`src/hdl/mm3_pkg.sv`:
```
// Shared types and mixing constants for the MurmurHash3 x86_32 stream core.
package mm3_pkg;

   localparam logic [31:0] MIX_C1  = 32'hCC9E2D51;
   localparam logic [31:0] MIX_C2  = 32'h1B873593;
   localparam logic [31:0] MIX_ADD = 32'hE6546B64;
   localparam logic [31:0] FIN_M1  = 32'h85EBCA6B;
   localparam logic [31:0] FIN_M2  = 32'hC2B2AE35;

   localparam logic [2:0] NBYTES_NONE = 3'd0;
   localparam logic [2:0] NBYTES_FULL = 3'd4;

   // One classified item as it travels from the front to the back.
   typedef struct packed {
      logic [31:0] word;     // data with bytes above the valid ones cleared
      logic [2:0]  nbytes;   // saturated byte count, 0 to 4
      logic        ends;     // item closes the message
   } entry_type;

endpackage

```
`src/hdl/murmur3_32_hash_stream_core.sv`:
```
// Top level of the MurmurHash3 x86_32 stream core: front end, item queue, hash engine.
// The engine takes one item at a time and pops the next only from ST_IDLE: a body word
// steps through K1, K2 and MIX; a closing word goes on to F1, F2 and OUT; a bare
// end-of-message marker goes straight to F1, F2 and OUT. The shared 32x32 multiplier
// serializes these steps; OUT holds while the result register is still occupied.
// Reset: synchronous, active high; clears the queue, engine state and seed to zero.
module murmur3_32_hash_stream_core
   import mm3_pkg::*;
#(
   parameter int QUEUE_DEPTH = 4
) (
   input  logic        clock,
   input  logic        reset,
   // input item channel
   input  logic        req_push,
   output logic        req_full,
   input  logic [31:0] req_data_word,
   input  logic [2:0]  req_valid_bytes,
   input  logic        req_last,
   // result channel
   output logic        rsp_empty,
   input  logic        rsp_pop,
   output logic [31:0] rsp_hash,
   // seed register
   input  logic        csr_wr_en,
   input  logic [31:0] csr_wr_data
);

   logic [31:0] seed_ff, seed_in;
   logic        q_push, q_pop, q_full, q_empty;
   entry_type   q_in_entry, q_out_entry;

   // Seed is sampled by the engine when a message opens, so a write lands
   // on the next message.
   assign seed_in = csr_wr_en ? csr_wr_data : seed_ff;

   always_ff @(posedge clock) begin
      if (reset) begin
         seed_ff <= '0;
      end else begin
         seed_ff <= seed_in;
      end
   end

   // Classify each item: saturate the byte count, mask tail bytes, drop
   // empty items that do not close a message.
   mm3_front u_front (
      .req_push        (req_push),
      .req_data_word   (req_data_word),
      .req_valid_bytes (req_valid_bytes),
      .req_last        (req_last),
      .q_full          (q_full),
      .req_full        (req_full),
      .q_push          (q_push),
      .q_entry         (q_in_entry)
   );

   // Decouple the front end from the multi-cycle engine.
   mm3_fifo #(
      .DEPTH (QUEUE_DEPTH)
   ) u_fifo (
      .clock      (clock),
      .reset      (reset),
      .push       (q_push),
      .push_entry (q_in_entry),
      .pop        (q_pop),
      .pop_entry  (q_out_entry),
      .full       (q_full),
      .empty      (q_empty)
   );

   // Mix blocks into the running hash and finalize at message end; the
   // result register lets the engine move on while a hash waits.
   mm3_back u_back (
      .clock     (clock),
      .reset     (reset),
      .seed      (seed_ff),
      .q_empty   (q_empty),
      .q_entry   (q_out_entry),
      .q_pop     (q_pop),
      .rsp_pop   (rsp_pop),
      .rsp_empty (rsp_empty),
      .rsp_hash  (rsp_hash)
   );

endmodule

```
`src/hdl/mm3_front.sv`:
```
// Front end: accepts items, saturates the byte count, masks the tail, drops empty fillers.
module mm3_front
   import mm3_pkg::*;
(
   input  logic        req_push,
   input  logic [31:0] req_data_word,
   input  logic [2:0]  req_valid_bytes,
   input  logic        req_last,
   input  logic        q_full,
   output logic        req_full,
   output logic        q_push,
   output entry_type   q_entry
);

   logic [2:0]  nbytes;
   logic [31:0] mask;

   always_comb begin
      nbytes = (req_valid_bytes > NBYTES_FULL) ? NBYTES_FULL : req_valid_bytes;
      case (nbytes)
         3'd1:    mask = 32'h0000_00FF;
         3'd2:    mask = 32'h0000_FFFF;
         3'd3:    mask = 32'h00FF_FFFF;
         3'd4:    mask = 32'hFFFF_FFFF;
         default: mask = 32'h0000_0000;
      endcase
   end

   assign req_full       = q_full;
   // drop an empty item that does not close the message
   assign q_push         = req_push && !q_full && ((nbytes != NBYTES_NONE) || req_last);
   assign q_entry.word   = req_data_word & mask;
   assign q_entry.nbytes = nbytes;
   assign q_entry.ends   = (nbytes != NBYTES_FULL) || req_last;

endmodule

```
`src/hdl/mm3_fifo.sv`:
```
// Short queue of classified items between the front end and the hash engine.
module mm3_fifo
   import mm3_pkg::*;
#(
   parameter int DEPTH = 4
) (
   input  logic      clock,
   input  logic      reset,
   input  logic      push,
   input  entry_type push_entry,
   input  logic      pop,
   output entry_type pop_entry,
   output logic      full,
   output logic      empty
);

   localparam int PTR_W = (DEPTH > 1) ? $clog2(DEPTH) : 1;
   localparam int CNT_W = $clog2(DEPTH + 1);
   localparam logic [PTR_W-1:0] LAST_PTR = PTR_W'(DEPTH - 1);
   localparam logic [CNT_W-1:0] FULL_CNT = CNT_W'(DEPTH);

   entry_type        slot_ff [DEPTH];
   logic [PTR_W-1:0] wr_ptr_ff, wr_ptr_in;
   logic [PTR_W-1:0] rd_ptr_ff, rd_ptr_in;
   logic [CNT_W-1:0] count_ff, count_in;

   assign full      = (count_ff == FULL_CNT);
   assign empty     = (count_ff == '0);
   assign pop_entry = slot_ff[rd_ptr_ff];

   always_comb begin
      wr_ptr_in = wr_ptr_ff;
      rd_ptr_in = rd_ptr_ff;
      count_in  = count_ff;
      if (push) begin
         wr_ptr_in = (wr_ptr_ff == LAST_PTR) ? '0 : wr_ptr_ff + 1'b1;
      end
      if (pop) begin
         rd_ptr_in = (rd_ptr_ff == LAST_PTR) ? '0 : rd_ptr_ff + 1'b1;
      end
      if (push && !pop) begin
         count_in = count_ff + 1'b1;
      end else if (pop && !push) begin
         count_in = count_ff - 1'b1;
      end
   end

   always_ff @(posedge clock) begin
      if (reset) begin
         wr_ptr_ff <= '0;
         rd_ptr_ff <= '0;
         count_ff  <= '0;
      end else begin
         wr_ptr_ff <= wr_ptr_in;
         rd_ptr_ff <= rd_ptr_in;
         count_ff  <= count_in;
      end
   end

   always_ff @(posedge clock) begin
      if (push) begin
         slot_ff[wr_ptr_ff] <= push_entry;
      end
   end

`ifndef SYNTH
   a_no_overfill: assert property (@(posedge clock) disable iff (reset)
      count_ff <= FULL_CNT) else $error("queue count above depth");
   a_no_push_full: assert property (@(posedge clock) disable iff (reset)
      !(push && full)) else $error("push into full queue");
   a_no_pop_empty: assert property (@(posedge clock) disable iff (reset)
      !(pop && empty)) else $error("pop from empty queue");
   a_count_up: assert property (@(posedge clock) disable iff (reset)
      (push && !pop) |=> (count_ff == $past(count_ff) + 1'b1))
      else $error("queue count did not advance on push");
`endif

endmodule

```
`src/hdl/mm3_back.sv`:
```
// Hash engine: block mixing, length xor, fmix32 finalizer on one shared multiplier.
module mm3_back
   import mm3_pkg::*;
(
   input  logic        clock,
   input  logic        reset,
   input  logic [31:0] seed,
   input  logic        q_empty,
   input  entry_type   q_entry,
   output logic        q_pop,
   input  logic        rsp_pop,
   output logic        rsp_empty,
   output logic [31:0] rsp_hash
);

   typedef enum logic [6:0] {
      ST_IDLE = 7'b0000001,
      ST_K1   = 7'b0000010,
      ST_K2   = 7'b0000100,
      ST_MIX  = 7'b0001000,
      ST_F1   = 7'b0010000,
      ST_F2   = 7'b0100000,
      ST_OUT  = 7'b1000000
   } state_type;

   state_type   state_ff, state_in;
   logic        open_ff, open_in;
   logic        out_valid_ff, out_valid_in;
   logic [31:0] hash_ff, hash_in;
   logic [31:0] count_ff, count_in;
   logic [31:0] prod_ff, prod_in;
   logic [31:0] word_ff, word_in;
   logic        full_ff, full_in;
   logic        ends_ff, ends_in;
   logic [31:0] out_ff, out_in;

   logic [31:0] mul_a, mul_b, mul_out;
   logic [31:0] len_x, fin_x, mix_t, mix_r, fin_out;
   logic        out_free;

   assign len_x   = hash_ff ^ count_ff;
   assign fin_x   = prod_ff ^ (prod_ff >> 13);
   assign fin_out = prod_ff ^ (prod_ff >> 16);
   assign mix_t   = hash_ff ^ prod_ff;
   assign mix_r   = {mix_t[18:0], mix_t[31:19]};
   assign out_free = !out_valid_ff || rsp_pop;

   // shared multiplier, operands chosen by step
   always_comb begin
      case (state_ff)
         ST_K1: begin
            mul_a = word_ff;
            mul_b = MIX_C1;
         end
         ST_K2: begin
            mul_a = {prod_ff[16:0], prod_ff[31:17]};
            mul_b = MIX_C2;
         end
         ST_F1: begin
            mul_a = len_x ^ (len_x >> 16);
            mul_b = FIN_M1;
         end
         ST_F2: begin
            mul_a = fin_x;
            mul_b = FIN_M2;
         end
         default: begin
            mul_a = '0;
            mul_b = '0;
         end
      endcase
      mul_out = mul_a * mul_b;
   end

   assign q_pop = (state_ff == ST_IDLE) && !q_empty;

   always_comb begin
      state_in     = state_ff;
      open_in      = open_ff;
      out_valid_in = out_valid_ff && !rsp_pop;
      hash_in      = hash_ff;
      count_in     = count_ff;
      prod_in      = prod_ff;
      word_in      = word_ff;
      full_in      = full_ff;
      ends_in      = ends_ff;
      out_in       = out_ff;
      case (state_ff)
         ST_IDLE: begin
            if (q_pop) begin
               word_in  = q_entry.word;
               full_in  = (q_entry.nbytes == NBYTES_FULL);
               ends_in  = q_entry.ends;
               open_in  = 1'b1;
               // load seed and clear the count at message start
               hash_in  = open_ff ? hash_ff : seed;
               count_in = (open_ff ? count_ff : 32'd0) + 32'(q_entry.nbytes);
               state_in = (q_entry.nbytes == NBYTES_NONE) ? ST_F1 : ST_K1;
            end
         end
         ST_K1: begin
            prod_in  = mul_out;
            state_in = ST_K2;
         end
         ST_K2: begin
            prod_in  = mul_out;
            state_in = ST_MIX;
         end
         ST_MIX: begin
            hash_in  = full_ff ? ((mix_r << 2) + mix_r + MIX_ADD) : mix_t;
            state_in = ends_ff ? ST_F1 : ST_IDLE;
         end
         ST_F1: begin
            prod_in  = mul_out;
            state_in = ST_F2;
         end
         ST_F2: begin
            prod_in  = mul_out;
            state_in = ST_OUT;
         end
         ST_OUT: begin
            // hold until the result register frees up
            if (out_free) begin
               out_in       = fin_out;
               out_valid_in = 1'b1;
               open_in      = 1'b0;
               state_in     = ST_IDLE;
            end
         end
         default: begin
            state_in = ST_IDLE;
         end
      endcase
   end

   always_ff @(posedge clock) begin
      if (reset) begin
         state_ff     <= ST_IDLE;
         open_ff      <= 1'b0;
         out_valid_ff <= 1'b0;
      end else begin
         state_ff     <= state_in;
         open_ff      <= open_in;
         out_valid_ff <= out_valid_in;
      end
   end

   always_ff @(posedge clock) begin
      hash_ff  <= hash_in;
      count_ff <= count_in;
      prod_ff  <= prod_in;
      word_ff  <= word_in;
      full_ff  <= full_in;
      ends_ff  <= ends_in;
      out_ff   <= out_in;
   end

   assign rsp_empty = !out_valid_ff;
   assign rsp_hash  = out_ff;

endmodule

```
`config.mk`:
```
export PLATFORM = sky130hd
export DESIGN_NAME = murmur3_32_hash_stream_core
export DESIGN_NICKNAME = d
export VERILOG_FILES = /design/src/hdl/mm3_pkg.sv /design/src/hdl/murmur3_32_hash_stream_core.sv /design/src/hdl/mm3_front.sv /design/src/hdl/mm3_fifo.sv /design/src/hdl/mm3_back.sv
export SDC_FILE = /design/constraint.sdc
export NUM_CORES = 2
export LEC_CHECK = 0
export BUFFER_PORTS_ARGS = -buffer_cell sky130_fd_sc_hd__buf_2
export CAP_MARGIN = 20
export CORE_UTILIZATION = 30
export DETAILED_ROUTE_END_ITERATION = 10
export SYNTH_ARGS = -nofsm -noshare
export SYNTH_HDL_FRONTEND = slang
export SYNTH_SLANG_ARGS = --single-unit
export TNS_END_PERCENT = 20
```
`constraint.sdc`:
```
create_clock -name clock -period 11.4 [get_ports clock]
set_input_delay 0 -clock clock [delete_from_list [all_inputs] [get_ports clock]]
set_output_delay 0 -clock clock [all_outputs]
set_load 0.01 [all_outputs]
```
* Word level (Yosys, flattened, before mapping) *
Memory sizes are Yosys's and may differ from the RTL's. A register that Yosys moved wholly into a read port is not among the register bits.
Index checks and enable logic that the tools add are counted.

storage, ports and cells
  input bits = 73
  memories kept = 1
  memory bits (writable) = 144
  flip-flop bits (word level) = 210
  word-level logic and storage cells = 103
  output and inout port bits = 34

operators by class
  bitwise operators = 6
  reductions and logical operators = 27
  $add $sub $neg = 7
  muxes and demuxes = 27
  multiply operators = 1
  equality and inequality tests = 19
  order comparisons = 1

memories
  memory          words  bits a word  read ports  clocked after memory_dff  wr ports  line            RTL
  u_fifo.slot_ff  4      36           1           1                         1         mm3_fifo.sv:22  entry_type slot_ff [DEPTH];

operators with widths
  operator                                              count
  case mux 32 bit (4 select lines)                      3
  two-way mux 32 bit                                    4
  case mux 32 bit (2 select lines)                      1
  XOR 32 x 16 -> 32 bit                                 2
  XOR 32 bit                                            2
  case mux 7 bit (7 select lines)                       1
  adder 32 x 3 -> 32 bit                                1
  adder 32 bit                                          1
  adder 32 bit (second input constant)                  1
  AND 32 bit                                            1
  multiplier 32 x 32 -> 32 bit                          1
  XOR 32 x 19 -> 32 bit                                 1
  two-way mux 7 bit                                     2
  two-way mux 5 bit                                     2
  equality test 3 bit (second input constant)           3
  two-way mux 3 bit                                     3
  two-way mux 2 bit                                     4
  equality test 7 x 1 -> 1 bit (second input constant)  1
  equality test 7 x 2 -> 1 bit (second input constant)  1
  equality test 7 x 3 -> 1 bit (second input constant)  1
  equality test 7 x 4 -> 1 bit (second input constant)  1
  equality test 7 x 5 -> 1 bit (second input constant)  1
  equality test 7 x 6 -> 1 bit (second input constant)  1
  equality test 7 bit (second input constant)           1
  21 further kinds                                      48

* Longest topological paths before layout *
  depth in word-level cells = 9
  mapped depth = 38
  mapped depth without buffers = 35

* Cells and area by module *
A second synthesis with hierarchy kept.

second synthesis, totals
  cells, all modules = 2945
  area, all modules = 32135.8 um^2

by module, submodules not included
  module                       instances  area an instance (um^2)  cells each  seq. area each (um^2)
  mm3_back                     1          25002.7                  2567        5044.8
  mm3_fifo                     1          5689.2                   232         4504.3
  murmur3_32_hash_stream_core  1          1163.6                   103         640.6
  mm3_front                    1          280.3                    43          0.0

* Worst setup path before layout *
No wires, ideal clock.

  kind = register to register
  start = register u_back.state_ff[4]
  end = register u_back.prod_ff[29], data pin
  slack = 3.067 ns
  arrival time = 8.075 ns
  cell stages (with the launch flop) = 36
  setup time = 0.258 ns
  buffers on the path = 2
  required time = 11.142 ns
  period minus slack after synthesis = 8.333 ns
  cells stage by stage = dfxtp_1 -> or4_4 -> nor4b_4 -> buf_6 -> buf_8 -> nand2_1 -> nand2_1 -> inv_1 -> nand2_1 -> nand2_1 -> fa_1 -> inv_1 -> fa_1 -> fa_1 -> inv_1 -> fa_1 -> inv_1 -> fa_1 -> inv_1 -> fa_1 -> inv_1 -> fa_1 -> inv_1 -> fa_1 -> inv_1 -> ha_1 -> nand2_1 -> and3_1 -> o211ai_1 -> nand4_1 -> a311oi_1 -> a211o_1 -> a21oi_1 -> o21bai_1 -> a21oi_1 -> xnor2_1

on the way
  longest elaborated chain between the ends = 3
  elaborated cells between the ends (all ways) = 7
  classes of those cells = mul: 1; eq/ne: 4; mux: 2

RTL lines
  item                                                        line             RTL
  start, declared                                             mm3_back.sv:26   state_type state_ff, state_in;
  start signal, assigned                                      mm3_back.sv:142  state_ff <= state_in;
  equality test 7 x 6 -> 1 bit, or another cell as far along  mm3_back.sv:50   case (state_ff)
  case mux 32 bit (4 select lines)                            mm3_back.sv:50
  multiplier 32 x 32 -> 32 bit *                              mm3_back.sv:72   mul_out = mul_a * mul_b;
  net u_back.mul_out[29]                                      mm3_back.sv:37   logic [31:0] mul_a, mul_b, mul_out;
  end signal, assigned                                        mm3_back.sv:151  prod_ff <= prod_in;
  end, declared                                               mm3_back.sv:31   logic [31:0] prod_ff, prod_in;

The timed path passes the listed nets; every way through them passes the cells marked *.
A chain may end at the register's enable or synchronous reset.

* Worst setup path after layout *
  start = register u_back.state_ff[0]
  end = register u_back.prod_ff[29], data pin

The elaborated chain is that of the path after synthesis.

==> flow_summary.toml <==
[power]
p_clk_frac = 0.188
power_density_nw_per_um2 = 194.9
power.internal_uw = 3982
leakagePower_uw = 0.01613
p_switching_uw = 3115
swShare = 0.4389
vdd_drop_max_uv = 166.4
p_seq_frac = 0.297
power_uw = 7097
comb_power_share = 0.515

[synthesis]
synth_edf_count = 306
synth-simple-area-share = 0.09538
synth_cell_type_count = 89
syn-num-nets = 3572
yosys.area.top_type = "edfxtp_1"
async_flop_share = 0
avgSynthCellArea_um2 = 10.92
syn_area_um2 = 31680
synthAdderAreaFrac = 0.3322
syn_inst = 2902
ys_ff_latch = 356
synth.area.mux_share = 0.03886
synth_compound_area_frac = 0.05940
ys_seq_area_frac = 0.3216
synth.area.top_cells = "edfxtp_1, fa_1, ha_1"
yosys_warnings = 0
yosys.area.top_type_share = 0.2900
synthXorXnorAreaFrac = 0.06655
synth-main-ff-cell = "edfxtp_1"
synth_most_common_cell = "inv_1"
yosys-top-cells-count = "inv_1, fa_1, edfxtp_1"
synth_top_family_by_area = "adder cells"

[detailed_routing]
wire_per_inst_um = 24.04
drt_wl_total_um = 109100
vias = 22040
ant_nets = 0
viasPerCell = 4.856
drc = 0
drtIter0Drc = 2311
dr.pass1.iters = 6

[sta]
fin_crit_sh = 0.8674
setup-tns-final_ns = 0
hold_ws_ns = 0.2042
rsz0062_at_grt = "no"
fin_crit_ns = 9.889
slew-limit-headroom = 0.2871
hold_violations = 0
clock_skew_ns = 0.01559
max_freq_mhz = 101.1
drv_slew = 0
setup_viol = 0
tightest_slew_ns = 1.065

[clock_network]
cts_setup_buffers = 0
clkTransAtPathRegs_ns = 0.06
clk_root_buffer_cell = "clkbuf_16"
clk_latency_ns = 0.60
cts_sinks = 356
cts_tree = "yes"
htree_levels = 2
cts_buffer_depth = 3
cts_buffers = 40

[global_route]
antenna_found_initial = 4
grt_pass1_wl_um = 155700
grt_max_degree = 61
grt_overflow = 0
grt_use_total = 0.2036
grt_pass1_vias = 22410

[cells_and_area]
layout.nets = 3796
num-fill-cells = 10460
area_growth_pct = 14.93
multi_input_area_um2 = 18790
regArea_um2 = 10190
drive_gt1_frac = 0.1001
antenna_cells = 0

[die]
rows = 118
die_h_um = 327.0
die-area_um2 = 106900
die_w_um = 327.0
io_pins = 107
initial_core_util = 0.3044
core_area_um2 = 104100

[placement]
gp_congestion = 1.049
dpl.hpwl_um = 88020
io_buffers = 106

[worst_setup_path]
end_kind = "register"
critPathKind = "reg -> reg"
cp_top_family = "adder cells"
slowest_delay_ns = 0.84
startpoint = "u_back.state_ff[0]$_SDFFE_PP1P_"
crit_arrival_ns = 10.23
startpoint_type = "register"
crit_fanout = 11
r2r-start = "u_back.state_ff[0]$_SDFFE_PP1P_"
required_ns = 11.74
cp_num_buf_inv = 8
cp_slowest_cell = "o21ai_0"

[job]
drv_cap = 0

[outcome]
outcome = "completed"

[worst_hold_path]
worstHoldStart = "csr_wr_en"
min-delay-path-class = "in -> reg"
-- stage by stage --
| step | instances | area [um2] | setup slack [ns] | utilization |
|---|---|---|---|---|
| final | 4538 | 36410 | 1.511 | 0.3498 |
| after global routing | 4538 | 36410 | 1.185 | 0.3498 |
| after CTS | 4538 | 36410 | 1.637 | 0.3498 |
| after detailed placement | 4359 | 34000 | 1.655 | 0.3267 |
| after global placement | 4358 | 33990 | 1.760 | 0.3266 |
| after floorplan | 2902 | 31680 | 3.067 | - |
-- power by group through the flow --
stage / logic, uW / clock network [uW] / registers, uW
finish: 3650 / 1340 / 2110
global route: 3990 / 1410 / 2130
CTS: 3610 / 1360 / 2100
detailed placement: 3560 / 0 / 2130
global placement: 3540 / 0 / 2120
floorplan: 2540 / 0 / 1980
-- what timing repair did --
item / CTS / global route
hold buffers: 105 / 0
hold endpoints to repair: 184 / 0
endpoints found under the setup margin: 0 / 0
gates resized for setup: 0 / 0
-- layer usage --
layer | GRT usage | routed length [um]
met1 | 0.2833 | 46910
met2 | 0.3140 | 48180
met3 | 0.03688 | 9269
met4 | 0.07913 | 4732
met5 | 0 | 12
-- path summary, 6_finish.rpt --
| path | endpoint | slack (ns) | depth (start not counted) |
|---|---|---|---|
| min reg2reg | register | 0.48 | 2 |
| max reg2reg | u_back.prod_ff[29]$_DFFE_PP_ | 1.51 | 32 |
| min | seed_ff[8]$_SDFFE_PP0P_ | 0.20 | 3 |
| max | u_back.prod_ff[29]$_DFFE_PP_ | 1.51 | 32 |
-- cell type report --
type / instances / area share
clock buffers: 44 / 0.02828
clock inverters: 30 / 0.009003
inverters: 630 / 0.06498
multi-input cells: 1835 / 0.5161
flip-flops and latches: 356 / 0.2799
well taps: 1380 / 0.04742
repair buffers: 263 / 0.05426
-- sequential cells by signal, summed over array words and instances, names as in the netlist, named ones only --
name	cells
u_fifo.slot_ff	144
seed_ff	32
u_back.count_ff	32
u_back.hash_ff	32
u_back.prod_ff	32
u_back.rsp_hash	32
u_back.word_ff	32
u_back.state_ff	7
u_fifo.count_ff	3
u_fifo.rd_ptr_ff	2
u_fifo.wr_ptr_ff	2
u_back.ends_ff	1
u_back.full_ff	1
u_back.open_ff	1
u_back.out_valid_ff	1
-- placed cells by master (no fill, tap or decap), drive strengths merged, types with 36 or more instances in the layout --
cell type    synthesis  layout
nand2              199     199
nor2               222     222
xor2                91      91
inv                628     633
ha                 190     190
o21ai               66      66
xnor2              142     142
dlygate4sd3          0     105
mux2i               42      42
dfxtp               50      50
clkbuf              68      44
buf                 13     158
edfxtp             306     306
fa                 407     407
mux4                36      36
a21oi               92      92
nor2b               36      36
and2                40      40
-- kinds of logic (layout without fill, tap and decap cells) --
logic type / Yosys count / in the layout
compound gates: 290 / 290
xor+xnor: 235 / 235
fa+ha+maj: 597 / 597
buf+inv: 711 / 967
flops: 356 / 356
mux: 78 / 78
simple gates: 635 / 635
-- worst reg2reg max path, delay by kind of cell (launching register included) --
family | cells | cell delay, ns
flip-flops | 1 | 0.39
adder cells (fa/ha/maj) | 9 | 4.23
buffers and inverters | 8 | 0.49
AO/OA/AOI/OAI | 7 | 2.11
AND/OR/NAND/NOR | 7 | 2.25
XOR/XNOR | 1 | 0.13
Note: power is estimated with default switching activity, not from simulation.
